### config.mk
export PLATFORM = sky130hd
export DESIGN_NAME = deadline_max_heap_cpu_picker
export DESIGN_NICKNAME = d
export VERILOG_FILES = /design/src/rtl/dmh_pkg.sv /design/src/rtl/dmh_heap_mem.sv /design/src/rtl/deadline_max_heap_cpu_picker.sv
export SDC_FILE = /design/constraint.sdc
export NUM_CORES = 2
export LEC_CHECK = 0
export BUFFER_PORTS_ARGS = -buffer_cell sky130_fd_sc_hd__buf_4
export CORE_ASPECT_RATIO = 1.25
export CORE_MARGIN = 2
export CORE_UTILIZATION = 35
export DETAILED_ROUTE_END_ITERATION = 8
export PLACE_DENSITY = 0.57
export SKIP_CTS_REPAIR_TIMING = 1
export SYNTH_ARGS = -nofsm -noshare
export SYNTH_HDL_FRONTEND = slang
export SYNTH_SLANG_ARGS = --single-unit
### constraint.sdc
create_clock -name clk -period 9.2 [get_ports clk]
set_clock_uncertainty 0.05 [all_clocks]
set_input_delay 1.38 -clock clk [delete_from_list [all_inputs] [get_ports clk]]
set_output_delay 1.38 -clock clk [all_outputs]
set_load 0.005 [all_outputs]
### src/rtl/dmh_pkg.sv
`default_nettype none
package dmh_pkg;
	localparam int NumCpus = 16;
	localparam int CpuW = 4;
	localparam int SlotW = 5;
	localparam int DlW = 64;

	typedef enum logic [1:0] {
		MODE_SET = 2'd0,
		MODE_CLEAR = 2'd1,
		MODE_FIND = 2'd2,
		MODE_NONE = 2'd3
	} mode_t;

	typedef enum logic [3:0] {
		ST_IDLE,
		ST_SET_RD,
		ST_CLR_RD,
		ST_CLR_MOVE,
		ST_UP_RD,
		ST_UP_CMP,
		ST_DN_RD_L,
		ST_DN_RD_R,
		ST_DN_CMP,
		ST_SWAP_A,
		ST_SWAP_B,
		ST_FIND,
		ST_OUT
	} state_t;

	// True when a lies before b in wrapping time.
	function automatic logic earlier(input logic [DlW-1:0] a, input logic [DlW-1:0] b);
		logic [DlW-1:0] d;
		d = a - b;
		return d[DlW-1];
	endfunction
endpackage
`default_nettype wire

### src/rtl/dmh_heap_mem.sv
`default_nettype none
module dmh_heap_mem
	import dmh_pkg::*;
(
	input  wire logic                 clk,
	input  wire logic                 we,
	input  wire logic [CpuW-1:0]      waddr,
	input  wire logic [DlW-1:0]       wdl,
	input  wire logic [CpuW-1:0]      wcpu,
	input  wire logic [CpuW-1:0]      raddr,
	output logic      [DlW-1:0]       rdl,
	output logic      [CpuW-1:0]      rcpu
);
	logic [DlW-1:0]  dl_mem [NumCpus];
	logic [CpuW-1:0] cpu_mem [NumCpus];

	always_ff @(posedge clk) begin
		if (we) begin
			dl_mem[waddr] <= wdl;
			cpu_mem[waddr] <= wcpu;
		end
		rdl <= dl_mem[raddr];
		rcpu <= cpu_mem[raddr];
	end
endmodule
`default_nettype wire

### src/rtl/deadline_max_heap_cpu_picker.sv
// Channel | direction | handshake           | payload
// cfg     | in        | cfg_valid/cfg_ready | cfg_data (active_cpus)
// in      | in        | in_valid/in_ready   | mode, cpu_id, deadline, allowed_mask
// out     | out       | out_valid/out_ready | found, pick_cpu, candidate_mask
// One item at a time: a find passes ST_FIND, then waits in ST_OUT for out_ready. A set or
// clear reads the heap, then sifts up (parent read, compare, swap A, B) or down (child reads,
// compare, swap A, B), at most four levels for sixteen CPUs, through the one heap read port.
// arst_n empties slot map and count and sets free and active masks at once; no clearing pass.
// A find result waits in the output register while out_ready is low; in_ready stays low.
`default_nettype none
module deadline_max_heap_cpu_picker
	import dmh_pkg::*;
(
	input  wire logic              clk,
	input  wire logic              arst_n,
	input  wire logic              cfg_valid,
	output logic                   cfg_ready,
	input  wire logic [NumCpus-1:0] cfg_data,
	input  wire logic              in_valid,
	output logic                   in_ready,
	input  wire logic [1:0]        mode,
	input  wire logic [CpuW-1:0]   cpu_id,
	input  wire logic [DlW-1:0]    deadline,
	input  wire logic [NumCpus-1:0] allowed_mask,
	output logic                   out_valid,
	input  wire logic              out_ready,
	output logic                   found,
	output logic [CpuW-1:0]        pick_cpu,
	output logic [NumCpus-1:0]     candidate_mask
);
	state_t state_q, state_d;
	logic [SlotW-1:0] slot_q [NumCpus];
	logic [SlotW-1:0] count_q;
	logic [NumCpus-1:0] free_q, active_q;
	logic [1:0] mode_q;
	logic [CpuW-1:0] cpu_q;
	logic [DlW-1:0] dl_q;
	logic [NumCpus-1:0] allow_q;
	// Sift position and the entry that moves with it.
	logic [CpuW-1:0] pos_q, other_q;
	logic [DlW-1:0] cur_dl_q, oth_dl_q, l_dl_q;
	logic [CpuW-1:0] cur_cpu_q, oth_cpu_q, l_cpu_q;
	logic down_q, has_r_q;

	logic mem_we;
	logic [CpuW-1:0] mem_waddr, mem_raddr, mem_wcpu, mem_rcpu;
	logic [DlW-1:0] mem_wdl, mem_rdl;

	dmh_heap_mem u_mem (
		.clk(clk), .we(mem_we), .waddr(mem_waddr), .wdl(mem_wdl), .wcpu(mem_wcpu),
		.raddr(mem_raddr), .rdl(mem_rdl), .rcpu(mem_rcpu)
	);

	logic [SlotW-1:0] slot_cur;
	logic [SlotW-1:0] lidx, ridx;
	logic [CpuW-1:0] parent;
	logic [NumCpus-1:0] cand;
	logic [CpuW-1:0] lowest;

	assign slot_cur = slot_q[cpu_q];
	assign parent = CpuW'((pos_q - 1'b1) >> 1);
	assign lidx = {pos_q, 1'b1};
	assign ridx = SlotW'({pos_q, 1'b0}) + SlotW'(2);
	assign cand = free_q & allow_q & active_q;

	always_comb begin
		lowest = '0;
		for (int i = NumCpus - 1; i >= 0; i--) begin
			if (cand[i]) lowest = CpuW'(i);
		end
	end

	assign in_ready = (state_q == ST_IDLE);
	assign cfg_ready = (state_q == ST_IDLE);

	// The first compare of a change of key, before any sift step.
	logic rekey;
	assign rekey = (mode_q == MODE_SET) && !has_r_q;

	// Read address for the memory.
	always_comb begin
		unique case (state_q)
			ST_SET_RD: mem_raddr = slot_cur[CpuW-1:0];
			ST_CLR_RD: mem_raddr = CpuW'(count_q - 1'b1);
			ST_UP_RD: mem_raddr = parent;
			ST_DN_RD_L: mem_raddr = lidx[CpuW-1:0];
			ST_DN_RD_R: mem_raddr = ridx[CpuW-1:0];
			default: mem_raddr = '0;
		endcase
	end

	// Writes: swaps place both entries; up reads and rekeys write the current entry.
	always_comb begin
		mem_we = 1'b0;
		mem_waddr = pos_q;
		mem_wdl = cur_dl_q;
		mem_wcpu = cur_cpu_q;
		unique case (state_q)
			ST_SWAP_A: begin
				mem_we = 1'b1;
				mem_waddr = pos_q;
				mem_wdl = oth_dl_q;
				mem_wcpu = oth_cpu_q;
			end
			ST_SWAP_B: begin
				mem_we = 1'b1;
				mem_waddr = other_q;
				mem_wdl = cur_dl_q;
				mem_wcpu = cur_cpu_q;
			end
			ST_UP_RD: begin
				mem_we = 1'b1;
			end
			ST_UP_CMP: begin
				mem_we = rekey;
			end
			default: ;
		endcase
	end

	logic up_swap, dn_l, dn_r;
	assign up_swap = (pos_q != '0) && earlier(mem_rdl, cur_dl_q);
	assign dn_l = (lidx < count_q) && earlier(cur_dl_q, l_dl_q);
	assign dn_r = has_r_q && (dn_l ? earlier(l_dl_q, mem_rdl) : earlier(cur_dl_q, mem_rdl));

	always_comb begin
		state_d = state_q;
		unique case (state_q)
			ST_IDLE: begin
				if (in_valid) begin
					unique case (mode_t'(mode))
						MODE_SET: state_d = ST_SET_RD;
						MODE_CLEAR: state_d = ST_CLR_RD;
						MODE_FIND: state_d = ST_FIND;
						default: state_d = ST_IDLE;
					endcase
				end
			end
			ST_SET_RD: state_d = (slot_cur >= count_q) ?
				((count_q >= SlotW'(NumCpus)) ? ST_IDLE : ST_UP_RD) : ST_UP_CMP;
			ST_CLR_RD: state_d = (slot_cur >= count_q) ? ST_IDLE :
				((slot_cur == count_q - 1'b1) ? ST_IDLE : ST_CLR_MOVE);
			ST_CLR_MOVE: state_d = ST_UP_RD;
			ST_UP_RD: state_d = ST_UP_CMP;
			ST_UP_CMP: begin
				if (rekey) state_d = earlier(dl_q, mem_rdl) ? ST_DN_RD_L : ST_UP_RD;
				else state_d = up_swap ? ST_SWAP_A : (mode_q == MODE_CLEAR && !has_r_q
					? ST_DN_RD_L : ST_IDLE);
			end
			ST_DN_RD_L: state_d = (lidx < count_q) ? ST_DN_RD_R : ST_IDLE;
			ST_DN_RD_R: state_d = ST_DN_CMP;
			ST_DN_CMP: state_d = (dn_l || dn_r) ? ST_SWAP_A : ST_IDLE;
			ST_SWAP_A: state_d = ST_SWAP_B;
			ST_SWAP_B: state_d = down_q ? ST_DN_RD_L : ST_UP_RD;
			ST_FIND: state_d = ST_OUT;
			ST_OUT: state_d = out_ready ? ST_IDLE : ST_OUT;
			default: state_d = ST_IDLE;
		endcase
	end

	assign out_valid = (state_q == ST_OUT);

	always_ff @(posedge clk or negedge arst_n) begin
		if (!arst_n) begin
			state_q <= ST_IDLE;
			count_q <= '0;
			free_q <= '1;
			active_q <= '1;
			for (int i = 0; i < NumCpus; i++) slot_q[i] <= SlotW'(NumCpus);
		end else begin
			state_q <= state_d;
			if (cfg_valid && cfg_ready) active_q <= cfg_data;
			unique case (state_q)
				ST_SET_RD: begin
					if (slot_cur >= count_q) begin
						if (count_q < SlotW'(NumCpus)) begin
							pos_q <= count_q[CpuW-1:0];
							slot_q[cpu_q] <= count_q;
							count_q <= count_q + 1'b1;
							free_q[cpu_q] <= 1'b0;
							down_q <= 1'b0;
							has_r_q <= 1'b1;
						end
					end else begin
						pos_q <= slot_cur[CpuW-1:0];
						down_q <= 1'b0;
						has_r_q <= 1'b0;
					end
				end
				ST_CLR_RD: begin
					if (slot_cur < count_q) begin
						slot_q[cpu_q] <= SlotW'(NumCpus);
						free_q[cpu_q] <= 1'b1;
						count_q <= count_q - 1'b1;
						pos_q <= slot_cur[CpuW-1:0];
					end
				end
				ST_CLR_MOVE: begin
					cur_dl_q <= mem_rdl;
					cur_cpu_q <= mem_rcpu;
					slot_q[mem_rcpu] <= {1'b0, pos_q};
					down_q <= 1'b0;
					has_r_q <= 1'b0;
				end
				ST_UP_CMP: begin
					// A change of key compares old and new before any sift.
					if (rekey) begin
						cur_dl_q <= dl_q;
						cur_cpu_q <= cpu_q;
						has_r_q <= 1'b1;
						down_q <= earlier(dl_q, mem_rdl);
					end else begin
						oth_dl_q <= mem_rdl;
						oth_cpu_q <= mem_rcpu;
						other_q <= parent;
						if (up_swap) has_r_q <= 1'b1;
					end
				end
				ST_DN_RD_L: begin
					down_q <= 1'b1;
				end
				ST_DN_RD_R: begin
					l_dl_q <= mem_rdl;
					l_cpu_q <= mem_rcpu;
					has_r_q <= (ridx < count_q);
				end
				ST_DN_CMP: begin
					if (dn_r) begin
						oth_dl_q <= mem_rdl;
						oth_cpu_q <= mem_rcpu;
						other_q <= ridx[CpuW-1:0];
					end else begin
						oth_dl_q <= l_dl_q;
						oth_cpu_q <= l_cpu_q;
						other_q <= lidx[CpuW-1:0];
					end
				end
				ST_SWAP_A: begin
					slot_q[oth_cpu_q] <= {1'b0, pos_q};
					slot_q[cur_cpu_q] <= {1'b0, other_q};
				end
				ST_SWAP_B: begin
					pos_q <= other_q;
				end
				ST_FIND: begin
					if (cand != '0) begin
						found <= 1'b1;
						pick_cpu <= lowest;
						candidate_mask <= cand;
					end else if (count_q != '0 && allow_q[mem_rcpu] && earlier(dl_q, mem_rdl)) begin
						found <= 1'b1;
						pick_cpu <= mem_rcpu;
						candidate_mask <= NumCpus'(1) << mem_rcpu;
					end else begin
						found <= 1'b0;
						pick_cpu <= '0;
						candidate_mask <= '0;
					end
				end
				default: ;
			endcase
			if (state_q == ST_IDLE && in_valid) begin
				mode_q <= mode;
				cpu_q <= cpu_id;
				dl_q <= deadline;
				allow_q <= allowed_mask;
				cur_dl_q <= deadline;
				cur_cpu_q <= cpu_id;
				has_r_q <= 1'b0;
			end
		end
	end
endmodule
`default_nettype wire

# Word-level counts from Yosys, hierarchy flattened
# Memory sizes are Yosys's and may differ from the RTL's. A register that Yosys moved wholly into a read port is not among the register bits.
# Cells that the tools add are included.
word_totals:
  ff_bits: 442
  ram_bits: 1088
  word_cells: 243
  memories: 2
memory_table:
  columns: ["name", "depth", "word_bits", "read_ports", "rd_clocked_by_memory_dff", "write_ports", "line", "source"]
  rows:
  - ["u_mem.dl_mem", 16, 64, 1, 1, 1, "dmh_heap_mem.sv:14", "logic [DlW-1:0] dl_mem [NumCpus];"]
  - ["u_mem.cpu_mem", 16, 4, 1, 1, 1, "dmh_heap_mem.sv:15", "logic [CpuW-1:0] cpu_mem [NumCpus];"]
op_classes:
  n_addsub: 9
  magnitude_cmp: 17
  eq_ne: 24
  n_shift: 1
  muxes: 103
  n_bitwise: 12
  reduce_logical: 38
op_table:
  columns: ["cell", "n"]
  rows:
  - ["$bwmux W80", 4]
  - ["$mux W64", 5]
  - ["$pmux W80 S4", 1]
  - ["$sub A64 B64 Y64", 5]
  - ["$pmux W64 S2", 2]
  - ["$mux W80", 3]
  - ["$mux W4", 34]
  - ["$demux W5 S4", 4]
  - ["$mux W16", 5]
  - ["$and A64 B64 Y64", 1]
  - ["$not A64 Y64", 1]
  - ["$pmux W4 S13", 1]
  - ["$and A16 B16 Y16", 3]
  - ["$mux W5", 9]
  - ["$or A16 B16 Y16", 2]
  - ["$pmux W16 S2", 1]
  - ["$ge A5 B5 Y1 const B", 5]
  - ["$pmux W4 S2", 3]
  - ["$pmux W4 S3", 2]
  - ["$bmux W5 S4", 1]
  - ["$eq A4 B4 Y1 const B", 5]
  - ["$lt A5 B1 Y1 const B", 4]
  - ["$not A4 Y5", 4]
  - ["$pmux W4 S5", 1]
  - ["other kinds (42)", 98]

# Depth between registers and ports, before layout
depth:
  ltp_word: 19
  mapped_depth: 29
  ltp_nobuf: 23

# Hierarchy
# A second synthesis with hierarchy kept.
unflattened:
  cells_unflattened: 4817
  hier_area_um2: 71086.9
modules_own_cells:
  columns: ["module", "n_inst", "cells_per_inst", "area_each_um2", "seq_area_each_um2"]
  rows:
  - ["dmh_heap_mem", 1, 1750, 41980.3, 34032.6]
  - ["deadline_max_heap_cpu_picker", 1, 3067, 29106.7, 12727.2]

# Least setup slack after synthesis
# No wires, ideal clock.
synth_timing:
  path_kind: "register to register"
  from: "register count_q[2]"
  to: "register oth_dl_q[63] (data pin)"
  arrival_ns: 6.132
  slack_ns: 2.756
  path_stages_with_launch: 27
  n_path_buf: 5
  path_cell_list: "dfrtp_1 -> clkbuf_1 -> clkbuf_1 -> inv_1 -> ha_1 -> nor2b_1 -> o211ai_1 -> and3_1 -> nand3_1 -> or3b_1 -> o31a_2 -> nand2_1 -> clkbuf_1 -> buf_1 -> nand2_1 -> o21ai_0 -> ha_1 -> nand4_1 -> nor4_1 -> or4b_1 -> or3_1 -> o31ai_1 -> o31ai_4 -> xor2_2 -> a21oi_2 -> buf_6 -> mux2_1"
synth_between:
  elab_chain_len: 6
synth_lines:
  columns: ["element", "line", "source"]
  rows:
  - ["from (decl)", "deadline_max_heap_cpu_picker.sv:33", "logic [SlotW-1:0] count_q;"]
  - ["from (signal assigned)", "deadline_max_heap_cpu_picker.sv:179", "count_q <= count_q + 1'b1;"]
  - ["from (signal assigned)", "deadline_max_heap_cpu_picker.sv:194", "count_q <= count_q - 1'b1;"]
  - ["$lt A5 B5 Y1", "deadline_max_heap_cpu_picker.sv:123", "assign dn_l = (lidx < count_q) && earlier(cur_dl_q, l_dl_q);"]
  - ["$logic_and A1 B1 Y1", "deadline_max_heap_cpu_picker.sv:123", null]
  - ["$mux W1", "deadline_max_heap_cpu_picker.sv:124", "assign dn_r = has_r_q && (dn_l ? earlier(l_dl_q, mem_rdl) : earlier(cur_dl_q, mem_rdl));"]
  - ["$logic_and A1 B1 Y1", "deadline_max_heap_cpu_picker.sv:124", null]
  - ["$mux W64", "deadline_max_heap_cpu_picker.sv:228", "if (dn_r) begin"]
  - ["$pmux W64 S2", "deadline_max_heap_cpu_picker.sv:173", "unique case (state_q)"]
  - ["to (signal assigned)", "deadline_max_heap_cpu_picker.sv:213", "oth_dl_q <= mem_rdl;"]
  - ["to (signal assigned)", "deadline_max_heap_cpu_picker.sv:229", "oth_dl_q <= mem_rdl;"]
  - ["to (signal assigned)", "deadline_max_heap_cpu_picker.sv:233", "oth_dl_q <= l_dl_q;"]
  - ["to (decl)", "deadline_max_heap_cpu_picker.sv:41", "logic [DlW-1:0] cur_dl_q, oth_dl_q, l_dl_q;"]
# Every way passes these cells.
# A chain may end at the register's enable or synchronous reset.

# Worst setup path in the final report
layout_timing:
  from: "register count_q[3]"
  to: "register oth_dl_q[7] (data pin)"
# Same word-level chain as after synthesis.

==> results_dict.tcl <==
set metrics [dict create \
    status "complete, but fails checks" \
    failed_checks "design-rule violations" \
    nets 6365 \
    numClockSinks 1598 \
    ir_worst_vdd_mv 0.273 \
    power_density_mw_per_mm2 300 \
    clk_latency_ns 0.80 \
    yosysUniqueCellTypes 78 \
    cts_tree "yes" \
    finalSetupViolations 0 \
    p_sw_share_pct 37.1 \
    fillers 19500 \
    fp.coreArea_mm2 0.207 \
    path_cells "inv_1 > ha_1 > o211ai_1 > and3_1 > nand3_1 > nor2_1 > mux2i_1 > nand2_4 > nand2_1 > o21ai_0 > ha_1 > nand4_1 > nor4_1 > or4b_1 > or3_1 > nor3_1 > nor3_1 > o31ai_1 > o31ai_4 > xor2_2 > a21oi_4 > buf_4 > mux2i_1" \
    crit_required_ns 9.78 \
    clkSlewWorstSetupHoldPaths_ns 0.06 \
    leakage_nw 28.5 \
    cts_root_buf "clkbuf_16" \
    gp_congestion 0.933 \
    antenna_left 0 \
    firstDrtPassIters 9 \
    ios 131 \
    power_frac_clock_pct 26.3 \
    final_cell_area_mm2 0.0825 \
    max_freq_mhz 125 \
    synth_area_mm2 0.0728 \
    crit_fanout 45 \
    drive_above_1_share_pct 10.4 \
    yosysTopAreaCell "edfxtp_1" \
    p_sw_w 0.00919 \
    syn2layout_area_growth_pct 13.3 \
    crit_arrival_ns 8.61 \
    grt_pass1_vias 48500 \
    critical_path_class "reg2reg" \
    async_flop_share_pct 7.57 \
    seq_area_frac_synth_pct 64.2 \
    via_per_inst 5.61 \
    drv_cap 0 \
    hold_violations 0 \
    drc 2 \
    vias 49700 \
    ys_top_cells_by_area "edfxtp_1, nand2_1, ha_1, a211oi_1, dfrtp_1" \
    critPathTopFamily "simple AND/OR/NAND/NOR gates" \
    die-area_mm2 0.212 \
    antenna_found_initial 4 \
    start_kind "flop" \
    layout_setup_ws_ns 1.18 \
    synth-edff-count 1409 \
    io_buffers 130 \
    syn_area_per_cell_um2 12.3 \
    grt_setup_unrepaired "no" \
    maxSlewViolCount 0 \
    setup_tns_ns 0 \
    fin_cells 8857 \
    cts_buffers 153 \
    drt-initial-drc-count 5174 \
    fin_crit_sh_pct 87.2 \
    fin_crit_ns 8.02 \
    hpwlAfterDp_um 131000 \
    grt_max_degree 177 \
    die_w_um 412 \
    max_slew_margin_pct 12.5 \
    syn_nets 6314 \
    fp.dieH_um 514 \
    wl_per_cell_um 24.9 \
    comb_power_share_pct 34.3 \
    dp_slack_ns 1.17 \
    synthFlopType "edfxtp_1" \
    crit_buf_inv 2 \
    dp_cells 8573 \
    worst_slew_pin_slew_ns 1.31 \
    crit_path_max_incr_delay_ns 1.08 \
    clock_path_buffers 3 \
    grt_overflow_total 0 \
    cp_slowest_cell "dfrtp_1" \
    rows 187 \
    htree_num_levels 4 \
    end_kind "flop" \
    start_util_pct 35.1 \
    wl_um 220000 \
    synth_seq_cells 1598 \
    p_int_w 0.0156 \
    yosysTopAreaCellShare_pct 58.1 \
    grtUsageTotal_pct 20.3 \
    min_path_type "in2async" \
    synthCells 5937 \
    grt_pass1_wl_um 322000 \
    power_frac_seq_pct 39.4 \
    yosysWarningCount 0 \
    place_area_mm2 0.0774 \
    timing.hold.ws_ns 0.364 \
]
==> metal layers <==
metal / global-route usage (%) / wire length (um)
met5: 0 / 13
met3: 2.50 / 12500
met2: 34.1 / 107000
met1: 26.4 / 92000
met4: 8.25 / 8980
==> cell usage after synthesis, drive strengths merged, types with 5 or more instances <==
cell and instances:
edfxtp 1409, nand2 921, a211oi 355, o21ai 342
a21oi 327, clkbuf 314, and2 278, ha 270
inv 239, nor2 218, a31oi 160, a311oi 138
mux2i 94, dfrtp 73, a222oi 68, dfxtp 68
buf 66, nand3 62, nand4 52, dfstp 48
nor3 47, a21o 41, o2bb2ai 38, mux4 30
o31ai 25, mux2 22, nor2b 21, nand2b 20
o22ai 18, and3 14, o211ai 12, xnor2 12
nor4 11, o21a 11, a221oi 10, xor2 10
a221o 9, nor3b 9, o32ai 8, a2111oi 6
a21boi 6, a22oi 6, or3 6, o2111ai 5
==> flip-flops by register name, indices dropped and copies added, names as in the netlist, 2 cells and up, named ones only <==
| name | count |
|---|---|
| u_mem.rdl | 64 |
| l_cpu_q | 4 |
| u_mem.dl_mem | 1024 |
| u_mem.cpu_mem | 64 |
| count_q | 5 |
| cpu_q | 4 |
| pos_q | 4 |
| oth_dl_q | 64 |
| dl_q | 64 |
| u_mem.rcpu | 4 |
| pick_cpu | 4 |
| l_dl_q | 64 |
| cur_cpu_q | 4 |
| candidate_mask | 16 |
| cur_dl_q | 64 |
| allow_q | 16 |
| oth_cpu_q | 4 |
| state_q | 4 |
| other_q | 4 |
| active_q | 16 |
| mode_q | 2 |
==> power by group through the flow <==
stage               registers, W  logic, W  clock network, W
floorplan                0.00959   0.00573                 0
CTS                      0.00973   0.00851           0.00663
global placement         0.00986   0.00839                 0
detailed placement       0.00987   0.00846                 0
finish                   0.00975   0.00849           0.00652
global route             0.00979   0.00940           0.00687
==> path summary, 6_finish.rpt <==
kind,start,slack (ns),end,depth (start not counted)
max,count_q[3],1.18,oth_dl_q[7],23
min,arst_n,0.36,state_q[0],1
max reg2reg,count_q[3],1.18,oth_dl_q[7],23
min reg2reg,u_mem.rdl[31],0.42,l_dl_q[31],0
max in group asynchronous,arst_n,6.80,asynchronous set/reset pin,3
min in group clk,u_mem.rdl[31],0.42,l_dl_q[31],0
==> metrics by stage <==
stage	util, %	power [W]
after floorplan	-	0.0153
after global placement	37.3	0.0182
after detailed placement	37.3	0.0183
after CTS	39.8	0.0249
after global routing	39.8	0.0261
final	39.8	0.0248
==> layout make-up <==
class / count / area, um^2 / share of cell area (%)
Clock buffer: 223 / 4380 / 5.31
Antenna cell: 2 / 5.00 / 0.00607
Multi-Input combinational cell: 3720 / 23900 / 29.0
Inverter: 239 / 897 / 1.09
Sequential cell: 1598 / 46800 / 56.7
Timing Repair Buffer: 276 / 2370 / 2.88
Clock inverter: 59 / 727 / 0.881
Tap cell: 2740 / 3430 / 4.16
==> logic make-up after synthesis <==
family                     synth area share, %
DFF                                       64.2
adders and majority gates                 4.64
buffers and inverters                     3.29
xor gates and xnor gates                 0.275
and+or+nand+nor                           10.3
muxes                                     2.56
AOI/OAI and AO/OA                         14.7
==> cells in the final DEF, fill, tap and decap left out, drive strengths merged, types with 52 or more instances in the layout <==
master / synthesis / layout
a211oi: 355 / 355
a21oi: 327 / 327
a222oi: 68 / 68
a311oi: 138 / 138
a31oi: 160 / 160
and2: 278 / 278
buf: 66 / 276
clkbuf: 314 / 223
dfrtp: 73 / 73
dfxtp: 68 / 68
edfxtp: 1409 / 1409
ha: 270 / 270
inv: 239 / 244
mux2i: 94 / 94
nand2: 921 / 921
nand3: 62 / 62
nand4: 52 / 52
nor2: 218 / 218
o21ai: 342 / 342
Note: power is estimated with default switching activity, not from simulation.
